`config.mk`:
```
export PLATFORM = sky130hd
export DESIGN_NAME = bitmap_block_allocator_core_flat
export DESIGN_NICKNAME = d
export VERILOG_FILES = /design/src/hw/rtl/bba_pkg.sv /design/src/hw/rtl/bba_req_if.sv /design/src/hw/rtl/bba_rsp_if.sv /design/src/hw/rtl/bitmap_block_allocator_core.sv /design/src/hw/rtl/bba_first_clear.sv /design/src/flat_wrapper.sv
export SDC_FILE = /design/constraint.sdc
export NUM_CORES = 2
export LEC_CHECK = 0
export BUFFER_PORTS_ARGS = -buffer_cell sky130_fd_sc_hd__buf_2
export CAP_MARGIN = 30
export CORE_UTILIZATION = 25
export DETAILED_ROUTE_END_ITERATION = 8
export PLACE_DENSITY = 0.38
export SETUP_SLACK_MARGIN = 0.1
export SLEW_MARGIN = 20
export SYNTH_ARGS = -nofsm -noshare
export SYNTH_HDL_FRONTEND = slang
export SYNTH_SLANG_ARGS = --single-unit
```
`constraint.sdc`:
```
create_clock -name clock -period 10.42 [get_ports clock]
set_input_delay 1.042 -clock clock [delete_from_list [all_inputs] [get_ports clock]]
set_output_delay 1.042 -clock clock [all_outputs]
set_load 0.1 [all_outputs]
```
`src/hw/rtl/bba_pkg.sv`:
```
// ----------------------------------------------------------------------------
// Bitmap block allocator package
// Field widths, action and status codes shared by the allocator files.
// ----------------------------------------------------------------------------
`default_nettype none

package bba_pkg;

   localparam int ACTION_W = 2;
   localparam int INDEX_W  = 12;
   localparam int STATUS_W = 2;
   localparam int CFG_W    = 13;

   typedef logic [ACTION_W-1:0] action_type;
   typedef logic [INDEX_W-1:0]  index_type;
   typedef logic [STATUS_W-1:0] status_type;
   typedef logic [CFG_W-1:0]    cfg_type;

   localparam cfg_type CFG_RESET = 13'd4096;

   localparam action_type ACT_ALLOC = 2'd0;
   localparam action_type ACT_FREE  = 2'd1;
   localparam action_type ACT_QUERY = 2'd2;

   localparam status_type ST_OK    = 2'd0;
   localparam status_type ST_FAIL  = 2'd1;
   localparam status_type ST_RANGE = 2'd2;

endpackage

`default_nettype wire

```
`src/hw/rtl/bba_req_if.sv`:
```
// ----------------------------------------------------------------------------
// Allocator request channel
// Valid/ready channel carrying one action and its bit index per transfer.
// ----------------------------------------------------------------------------
`default_nettype none

interface bba_req_if;
   import bba_pkg::*;

   logic       valid;
   logic       ready;
   action_type action;
   index_type  bit_index;

   modport source (output valid, output action, output bit_index, input ready);
   modport sink   (input valid, input action, input bit_index, output ready);

endinterface

`default_nettype wire

```
`src/hw/rtl/bba_rsp_if.sv`:
```
// ----------------------------------------------------------------------------
// Allocator response channel
// Valid/ready channel carrying status, allocated index and queried bit.
// ----------------------------------------------------------------------------
`default_nettype none

interface bba_rsp_if;
   import bba_pkg::*;

   logic       valid;
   logic       ready;
   status_type status;
   index_type  index;
   logic       bit_value;

   modport source (output valid, output status, output index, output bit_value,
                   input ready);
   modport sink   (input valid, input status, input index, input bit_value,
                   output ready);

endinterface

`default_nettype wire

```
`src/hw/rtl/bitmap_block_allocator_core.sv`:
```
// ----------------------------------------------------------------------------
// Bitmap block allocator core
// First-fit allocator over a used-block bitmap held in a word memory.
// ----------------------------------------------------------------------------
// After reset the map memory is cleared one word per cycle, with req ready
// low. Then one request is handled at a time. An allocate reads the map one
// word per cycle through a single priority encoder until it finds the first
// free bit. A free or query divides the index, reads the map word, then
// updates it (free) or returns the bit (query); an out-of-range or unknown
// action goes straight to the response. csr_wr_data sets the number of map
// bits in use; write it only while no request is outstanding.
// ----------------------------------------------------------------------------
`default_nettype none

module bitmap_block_allocator_core #(
   parameter int MAP_BITS  = 4096,
   parameter int WORD_BITS = 64
) (
   input  logic             clock,
   input  logic             reset,
   bba_req_if.sink          req_chan,
   bba_rsp_if.source        rsp_chan,
   input  logic             csr_wr_en,
   input  bba_pkg::cfg_type csr_wr_data
);
   import bba_pkg::*;

   localparam int MAP_WORDS = (MAP_BITS + WORD_BITS - 1) / WORD_BITS;
   localparam int AW        = (MAP_WORDS > 1) ? $clog2(MAP_WORDS) : 1;
   localparam int CNT_W     = $clog2(MAP_WORDS + 1);
   localparam int BW        = $clog2(WORD_BITS);
   localparam int LW        = $clog2(MAP_BITS + 1);
   localparam int CW        = (LW > CFG_W) ? LW : CFG_W;
   localparam int DIV_S     = INDEX_W + BW;
   localparam int DIV_M     = (2 ** DIV_S) / WORD_BITS + 1;
   localparam int DIV_MW    = $clog2(DIV_M + 1);
   localparam int PROD_W    = INDEX_W + DIV_MW;

   localparam logic [2:0] S_CLEAR  = 3'd0;
   localparam logic [2:0] S_IDLE   = 3'd1;
   localparam logic [2:0] S_SCAN   = 3'd2;
   localparam logic [2:0] S_LOOKUP = 3'd3;
   localparam logic [2:0] S_READ   = 3'd4;
   localparam logic [2:0] S_MODIFY = 3'd5;
   localparam logic [2:0] S_DONE   = 3'd6;

   logic [WORD_BITS-1:0] map_mem [MAP_WORDS];
   logic [WORD_BITS-1:0] rd_data_ff;
   logic [AW-1:0]        rd_addr;
   logic                 mem_we;
   logic [AW-1:0]        mem_wa;
   logic [WORD_BITS-1:0] mem_wd;

   logic [2:0]      state_ff, state_in;
   cfg_type         csr_ff, csr_in;
   logic [AW-1:0]   clr_ptr_ff, clr_ptr_in;
   logic [CNT_W-1:0] issue_cnt_ff, issue_cnt_in;
   logic            chk_vld_ff, chk_vld_in;
   logic            rsp_valid_ff, rsp_valid_in;

   logic [AW-1:0]   chk_ptr_ff, chk_ptr_in;
   logic [CW-1:0]   base_ff, base_in;
   action_type      act_ff, act_in;
   index_type       idx_ff, idx_in;
   logic [AW-1:0]   q_ff, q_in;
   logic [BW-1:0]   pos_ff, pos_in;
   status_type      res_status_ff, res_status_in;
   index_type       res_index_ff, res_index_in;
   logic            res_value_ff, res_value_in;
   status_type      rsp_status_ff, rsp_status_in;
   index_type       rsp_index_ff, rsp_index_in;
   logic            rsp_value_ff, rsp_value_in;

   logic [CW-1:0]        limit;
   logic                 enc_found;
   logic [BW-1:0]        enc_pos;
   logic [CW:0]          cand;
   logic [BW-1:0]        mask_pos;
   logic [WORD_BITS-1:0] bit_mask;
   logic [PROD_W-1:0]    prod;

   bba_first_clear #(
      .WORD_BITS(WORD_BITS)
   ) u_first_clear (
      .word  (rd_data_ff),
      .found (enc_found),
      .pos   (enc_pos)
   );

   assign limit    = (CW'(csr_ff) > CW'(MAP_BITS)) ? CW'(MAP_BITS) : CW'(csr_ff);
   assign cand     = {1'b0, base_ff} + (CW + 1)'(enc_pos);
   assign mask_pos = (state_ff == S_SCAN) ? enc_pos : pos_ff;
   assign bit_mask = {{(WORD_BITS - 1){1'b0}}, 1'b1} << mask_pos;
   assign prod     = PROD_W'(idx_ff) * PROD_W'(DIV_M);
   assign rd_addr  = (state_ff == S_SCAN) ? issue_cnt_ff[AW-1:0] : q_ff;

   assign req_chan.ready     = (state_ff == S_IDLE);
   assign rsp_chan.valid     = rsp_valid_ff;
   assign rsp_chan.status    = rsp_status_ff;
   assign rsp_chan.index     = rsp_index_ff;
   assign rsp_chan.bit_value = rsp_value_ff;

   always_comb begin
      state_in      = state_ff;
      csr_in        = csr_wr_en ? csr_wr_data : csr_ff;
      clr_ptr_in    = clr_ptr_ff;
      issue_cnt_in  = issue_cnt_ff;
      chk_vld_in    = chk_vld_ff;
      rsp_valid_in  = rsp_valid_ff;
      chk_ptr_in    = chk_ptr_ff;
      base_in       = base_ff;
      act_in        = act_ff;
      idx_in        = idx_ff;
      q_in          = q_ff;
      pos_in        = pos_ff;
      res_status_in = res_status_ff;
      res_index_in  = res_index_ff;
      res_value_in  = res_value_ff;
      rsp_status_in = rsp_status_ff;
      rsp_index_in  = rsp_index_ff;
      rsp_value_in  = rsp_value_ff;
      mem_we        = 1'b0;
      mem_wa        = q_ff;
      mem_wd        = '0;

      if (rsp_valid_ff && rsp_chan.ready) begin
         rsp_valid_in = 1'b0;
      end

      unique case (state_ff)
         S_CLEAR: begin
            mem_we     = 1'b1;
            mem_wa     = clr_ptr_ff;
            clr_ptr_in = clr_ptr_ff + AW'(1);
            if (clr_ptr_ff == AW'(MAP_WORDS - 1)) begin
               state_in = S_IDLE;
            end
         end
         S_IDLE: begin
            if (req_chan.valid) begin
               act_in       = req_chan.action;
               idx_in       = req_chan.bit_index;
               res_index_in = '0;
               res_value_in = 1'b0;
               unique case (req_chan.action)
                  ACT_ALLOC: begin
                     issue_cnt_in = '0;
                     chk_vld_in   = 1'b0;
                     chk_ptr_in   = '0;
                     base_in      = '0;
                     state_in     = S_SCAN;
                  end
                  ACT_FREE, ACT_QUERY: begin
                     if (CW'(req_chan.bit_index) < limit) begin
                        state_in = S_LOOKUP;
                     end else begin
                        res_status_in = ST_RANGE;
                        state_in      = S_DONE;
                     end
                  end
                  default: begin
                     res_status_in = ST_RANGE;
                     state_in      = S_DONE;
                  end
               endcase
            end
         end
         S_SCAN: begin
            if (issue_cnt_ff < CNT_W'(MAP_WORDS)) begin
               issue_cnt_in = issue_cnt_ff + CNT_W'(1);
               chk_vld_in   = 1'b1;
            end else begin
               chk_vld_in = 1'b0;
            end
            if (chk_vld_ff) begin
               priority if (base_ff >= limit) begin
                  res_status_in = ST_FAIL;
                  state_in      = S_DONE;
               end else if (enc_found) begin
                  if (cand < {1'b0, limit}) begin
                     mem_we        = 1'b1;
                     mem_wa        = chk_ptr_ff;
                     mem_wd        = rd_data_ff | bit_mask;
                     res_status_in = ST_OK;
                     res_index_in  = cand[INDEX_W-1:0];
                  end else begin
                     res_status_in = ST_FAIL;
                  end
                  state_in = S_DONE;
               end else if (chk_ptr_ff == AW'(MAP_WORDS - 1)) begin
                  res_status_in = ST_FAIL;
                  state_in      = S_DONE;
               end else begin
                  chk_ptr_in = chk_ptr_ff + AW'(1);
                  base_in    = base_ff + CW'(WORD_BITS);
               end
            end
         end
         S_LOOKUP: begin
            q_in     = AW'(prod >> DIV_S);
            state_in = S_READ;
         end
         S_READ: begin
            pos_in   = BW'(idx_ff - INDEX_W'(q_ff * WORD_BITS));
            state_in = S_MODIFY;
         end
         S_MODIFY: begin
            if (act_ff == ACT_QUERY) begin
               res_status_in = ST_OK;
               res_value_in  = rd_data_ff[pos_ff];
            end else if (!rd_data_ff[pos_ff]) begin
               res_status_in = ST_FAIL;
            end else begin
               mem_we        = 1'b1;
               mem_wa        = q_ff;
               mem_wd        = rd_data_ff & ~bit_mask;
               res_status_in = ST_OK;
            end
            state_in = S_DONE;
         end
         S_DONE: begin
            if (!rsp_valid_ff || rsp_chan.ready) begin
               rsp_valid_in  = 1'b1;
               rsp_status_in = res_status_ff;
               rsp_index_in  = res_index_ff;
               rsp_value_in  = res_value_ff;
               state_in      = S_IDLE;
            end
         end
         default: begin
            state_in = S_IDLE;
         end
      endcase
   end

   always_ff @(posedge clock) begin
      if (reset) begin
         state_ff     <= S_CLEAR;
         csr_ff       <= CFG_RESET;
         clr_ptr_ff   <= '0;
         issue_cnt_ff <= '0;
         chk_vld_ff   <= 1'b0;
         rsp_valid_ff <= 1'b0;
      end else begin
         state_ff     <= state_in;
         csr_ff       <= csr_in;
         clr_ptr_ff   <= clr_ptr_in;
         issue_cnt_ff <= issue_cnt_in;
         chk_vld_ff   <= chk_vld_in;
         rsp_valid_ff <= rsp_valid_in;
      end
   end

   always_ff @(posedge clock) begin
      chk_ptr_ff    <= chk_ptr_in;
      base_ff       <= base_in;
      act_ff        <= act_in;
      idx_ff        <= idx_in;
      q_ff          <= q_in;
      pos_ff        <= pos_in;
      res_status_ff <= res_status_in;
      res_index_ff  <= res_index_in;
      res_value_ff  <= res_value_in;
      rsp_status_ff <= rsp_status_in;
      rsp_index_ff  <= rsp_index_in;
      rsp_value_ff  <= rsp_value_in;
   end

   always_ff @(posedge clock) begin
      if (mem_we) begin
         map_mem[mem_wa] <= mem_wd;
      end
   end

   always_ff @(posedge clock) begin
      rd_data_ff <= map_mem[rd_addr];
   end

endmodule

`default_nettype wire

```
`src/hw/rtl/bba_first_clear.sv`:
```
// ----------------------------------------------------------------------------
// First clear bit finder
// Priority encoder giving the lowest zero bit of one map word.
// ----------------------------------------------------------------------------
`default_nettype none

module bba_first_clear #(
   parameter int WORD_BITS = 64
) (
   input  logic [WORD_BITS-1:0]         word,
   output logic                         found,
   output logic [$clog2(WORD_BITS)-1:0] pos
);

   localparam int BW = $clog2(WORD_BITS);

   always_comb begin
      found = 1'b0;
      pos   = '0;
      for (int i = WORD_BITS - 1; i >= 0; i--) begin
         if (!word[i]) begin
            found = 1'b1;
            pos   = BW'(i);
         end
      end
   end

endmodule

`default_nettype wire

```
`src/flat_wrapper.sv`:
```
// flat-port wrapper written by rule: the top's interface ports become plain ports
module bitmap_block_allocator_core_flat import bba_pkg::*;
#(
   parameter int MAP_BITS  = 4096,
   parameter int WORD_BITS = 64
)
  (clock, reset, csr_wr_en, csr_wr_data, req_chan_valid, req_chan_action, req_chan_bit_index, req_chan_ready, rsp_chan_valid, rsp_chan_status, rsp_chan_index, rsp_chan_bit_value, rsp_chan_ready);
  bba_req_if req_chan_i ();
  bba_rsp_if rsp_chan_i ();
  input  logic clock;
  input  logic reset;
  input  logic csr_wr_en;
  input  bba_pkg::cfg_type csr_wr_data;
  input wire logic [$bits(req_chan_i.valid)-1:0] req_chan_valid;
  input wire logic [$bits(req_chan_i.action)-1:0] req_chan_action;
  input wire logic [$bits(req_chan_i.bit_index)-1:0] req_chan_bit_index;
  output wire logic [$bits(req_chan_i.ready)-1:0] req_chan_ready;
  output wire logic [$bits(rsp_chan_i.valid)-1:0] rsp_chan_valid;
  output wire logic [$bits(rsp_chan_i.status)-1:0] rsp_chan_status;
  output wire logic [$bits(rsp_chan_i.index)-1:0] rsp_chan_index;
  output wire logic [$bits(rsp_chan_i.bit_value)-1:0] rsp_chan_bit_value;
  input wire logic [$bits(rsp_chan_i.ready)-1:0] rsp_chan_ready;
  assign req_chan_i.valid = req_chan_valid;
  assign req_chan_i.action = req_chan_action;
  assign req_chan_i.bit_index = req_chan_bit_index;
  assign req_chan_ready = req_chan_i.ready;
  assign rsp_chan_valid = rsp_chan_i.valid;
  assign rsp_chan_status = rsp_chan_i.status;
  assign rsp_chan_index = rsp_chan_i.index;
  assign rsp_chan_bit_value = rsp_chan_i.bit_value;
  assign rsp_chan_i.ready = rsp_chan_ready;
  bitmap_block_allocator_core #(.MAP_BITS(MAP_BITS), .WORD_BITS(WORD_BITS)) u_core (.clock(clock), .reset(reset), .req_chan(req_chan_i), .rsp_chan(rsp_chan_i), .csr_wr_en(csr_wr_en), .csr_wr_data(csr_wr_data));
endmodule
```
==> flow_summary.json <==
{
  "period_share_pct": 73.10,
  "die_h_um": 828.2,
  "yosysMostFrequentCell": "nand2_1",
  "fin_util_pct": 29.12,
  "p_int_mw": 27.34,
  "drc": 0,
  "yosysTopAreaCellShare_pct": 73.28,
  "yosysUniqueCellTypes": 69,
  "relSlewSlack_pct": 23.83,
  "regArea_um2": 127000,
  "skew_ns": 0.08173,
  "synthTopCellsByCount": "4,205 x nand2_1, 4,165 x edfxtp_1, 2,135 x nand3_1, 729 x clkbuf_1, 641 x a311oi_1",
  "status": "completed",
  "setup_slack_ns": 2.803,
  "power_leakage_nw": 66.98,
  "p_sw_mw": 7.286,
  "clkLatencyLatePin_ns": 1.07,
  "syn_nets": 13410,
  "grt_pass1_wl_um": 870900,
  "postRouteAntennaNets": 0,
  "grt_use_total_pct": 17.41,
  "drive_above_1_share_pct": 9.159,
  "min_path_type": "primary input to flip-flop",
  "rr_worst_depth": 17,
  "final_nets": 13390,
  "worstMarginPinSlew_ns": 1.135,
  "criticalPathCategory": "flip-flop to flip-flop",
  "dp_slack_ns": 2.883,
  "cp_max_fo": 27,
  "postCtsSetupRepairBufs": 0,
  "die_w_um": 828.2,
  "crit_arrival_ns": 8.25,
  "synthesis.instances": 13350,
  "grt_max_degree": 130,
  "cts_resized": 0,
  "path_buf_inv": 1,
  "die_area_um2": 686000,
  "p_sw_share_pct": 21.04,
  "postRouteWirelength_um": 620700,
  "start_util_pct": 25.08,
  "hold_viol_final": 0,
  "core-area_um2": 680500,
  "rsz0062_at_grt": "false",
  "peakVddDrop_mv": 0.1499,
  "synth_top_area_cell": "edfxtp_1",
  "ys_ff_latch": 4260,
  "critical_path.cell_chain": "nand4_1, nor3_1, o31a_1, o31ai_1, a2111oi_2, ha_1, a211oi_2, nor2_1, o21ai_0, or3b_2, o211ai_1, o31ai_4, nor2_1, nor3_1, nand3_1, nor2_4, buf_4",
  "synth_edf_count": 4165,
  "wl_per_cell_um": 27.30,
  "fill_cells": 69010,
  "hold_depth": 1,
  "slew_violations": 0,
  "grt_pass1_vias": 107100,
  "yosys-top-cells-area": "edfxtp_1 73%, nand2_1 9.2%, nand3_1 6.3%",
  "clock_power_share_pct": 45.5,
  "setup_tns_ns": 0,
  "async_reset_ff_share_pct": 0,
  "multi_input_area_um2": 41220,
  "pwr-share-comb_pct": 0.6,
  "cts_sinks": 4260,
  "netlist_area_um2": 170700,
  "seq_power_share_pct": 53.9,
  "max_freq_mhz": 131.3,
  "antenna_found_initial": 47,
  "required_ns": 11.05,
  "firstDrtPassIters": 6,
  "ys_seq_area_share_pct": 74.40,
  "drt_iter0_drc": 10050,
  "cp.depth": 17,
  "cp_slowest_cell": "o31ai_4",
  "ios": 49,
  "finalSetupViolCount": 0,
  "cts_buffers": 459,
  "cts_buffer_depth": 4,
  "drv_cap": 0,
  "final.min_clock_period_ns": 7.617,
  "ys.warnings.count": 0,
  "clk_pin_slew_ns": 0.06,
  "post_drt_via_cell_ratio": 4.836,
  "synth.avg_cell_area_um2": 12.78,
  "h-tree-depth": 5,
  "area_growth_pct": 16.11,
  "via_count": 110000,
  "slowest_delay_ns": 0.95,
  "num_rows": 303,
  "dp_hpwl_um": 342200,
  "grt_overflow": 0,
  "critPathCaptureType": "flip-flop",
  "cts_tree": "built",
  "io_buffers": 48,
  "gp_congestion": 0.8266,
  "critPathLaunchType": "flip-flop",
  "ys.flop_type": "edfxtp_1",
  "hold_buffers": 0,
  "path_delay_family": "simple AND/OR/NAND/NOR gates",
  "cts-root-buf": "clkbuf_16",
  "p_per_area_nw_per_um2": 174.7
}
[state kept, by name, summed over array words and instances, names as in the netlist, 3 cells and up]
register / cells
u_core.csr_ff: 13
u_core.rsp_chan.index: 12
u_core.state_ff: 3
u_core.map_mem: 4096
u_core.base_ff: 7
u_core.rd_data_ff: 64
u_core.res_index_ff: 12
u_core.chk_ptr_ff: 6
u_core.pos_ff: 6
u_core.idx_ff: 12
u_core.issue_cnt_ff: 7
u_core.q_ff: 6
u_core.clr_ptr_ff: 6
[metrics by stage]
| stage | std cells | area, µm² | power (mW) | hold WS [ns] |
|---|---|---|---|---|
| 2_1_floorplan | 13350 | 170700 | 19.11 | 0.4003 |
| 3_3_place_gp | 21830 | 183600 | 19.22 | 0.4043 |
| 3_5_place_dp | 21860 | 184000 | 19.22 | 0.4045 |
| 4_1_cts | 22720 | 198100 | 35.03 | 0.09199 |
| 5_1_grt | 22730 | 198100 | 35.66 | 0.1345 |
| 6_report | 22740 | 198200 | 34.63 | 0.1981 |
[worst paths after layout]
check                                       start                                  to  slack (ns)
min reg2reg  u_core.res_index_ff[6]$_SDFFCE_PN0P_  u_core.rsp_chan.index[6]$_DFFE_PP_        0.42
max                 u_core.rd_data_ff[35]$_DFF_P_    u_core.map_mem[38][51]$_DFFE_PP_        2.80
max reg2reg         u_core.rd_data_ff[35]$_DFF_P_    u_core.map_mem[38][51]$_DFFE_PP_        2.80
min                         req_chan_bit_index[4]          u_core.idx_ff[4]$_DFFE_PP_        0.20
[routing by layer]
metal	wire, µm	GRT usage, %	vias up
li1	-	-	49450
met1	283200	24.59	56940
met2	292700	28.56	2778
met3	26880	1.757	781
met4	17940	4.659	4
met5	26	0	-
[final cells by class]
cell class / instances / share of cell area (%)
diodes: 16 / 0.02020
clock buffers: 582 / 6.097
clock inverters: 274 / 1.009
inverters: 19 / 0.03599
multi-input cells: 8119 / 20.80
flip-flops and latches: 4260 / 64.07
well taps: 8997 / 5.681
repair buffers: 470 / 2.283
[cells in the final DEF (no fill, tap or decap), types with 70 or more instances in the layout]
master,instances
a211oi_1,70
a21oi_1,152
a311oi_1,637
a31oi_1,136
and3_1,275
buf_12,80
buf_4,322
clkbuf_1,114
clkbuf_16,463
clkinv_1,142
clkinv_2,72
dfxtp_1,95
edfxtp_1,4165
nand2_1,4202
nand3_1,2134
[cell families after synthesis]
group                    share of synthesized area [%]
AO/OA/AOI/OAI                                    5.233
AND/OR/NAND/NOR                                  17.21
flip-flops                                       74.40
XOR/XNOR                                       0.08211
adder cells (fa/ha/maj)                         0.2126
multiplexers                                    0.6224
buffers and inverters                            2.240
[power by group through the flow]
stage | clock network (mW) | registers, mW | logic (mW)
floorplan | 0 | 19.0 | 0.0911
global placement | 0 | 19.0 | 0.199
detailed placement | 0 | 19.0 | 0.201
CTS | 16.2 | 18.7 | 0.202
global route | 16.8 | 18.7 | 0.214
finish | 15.8 | 18.7 | 0.198
Power figures use the tool's default switching activity.
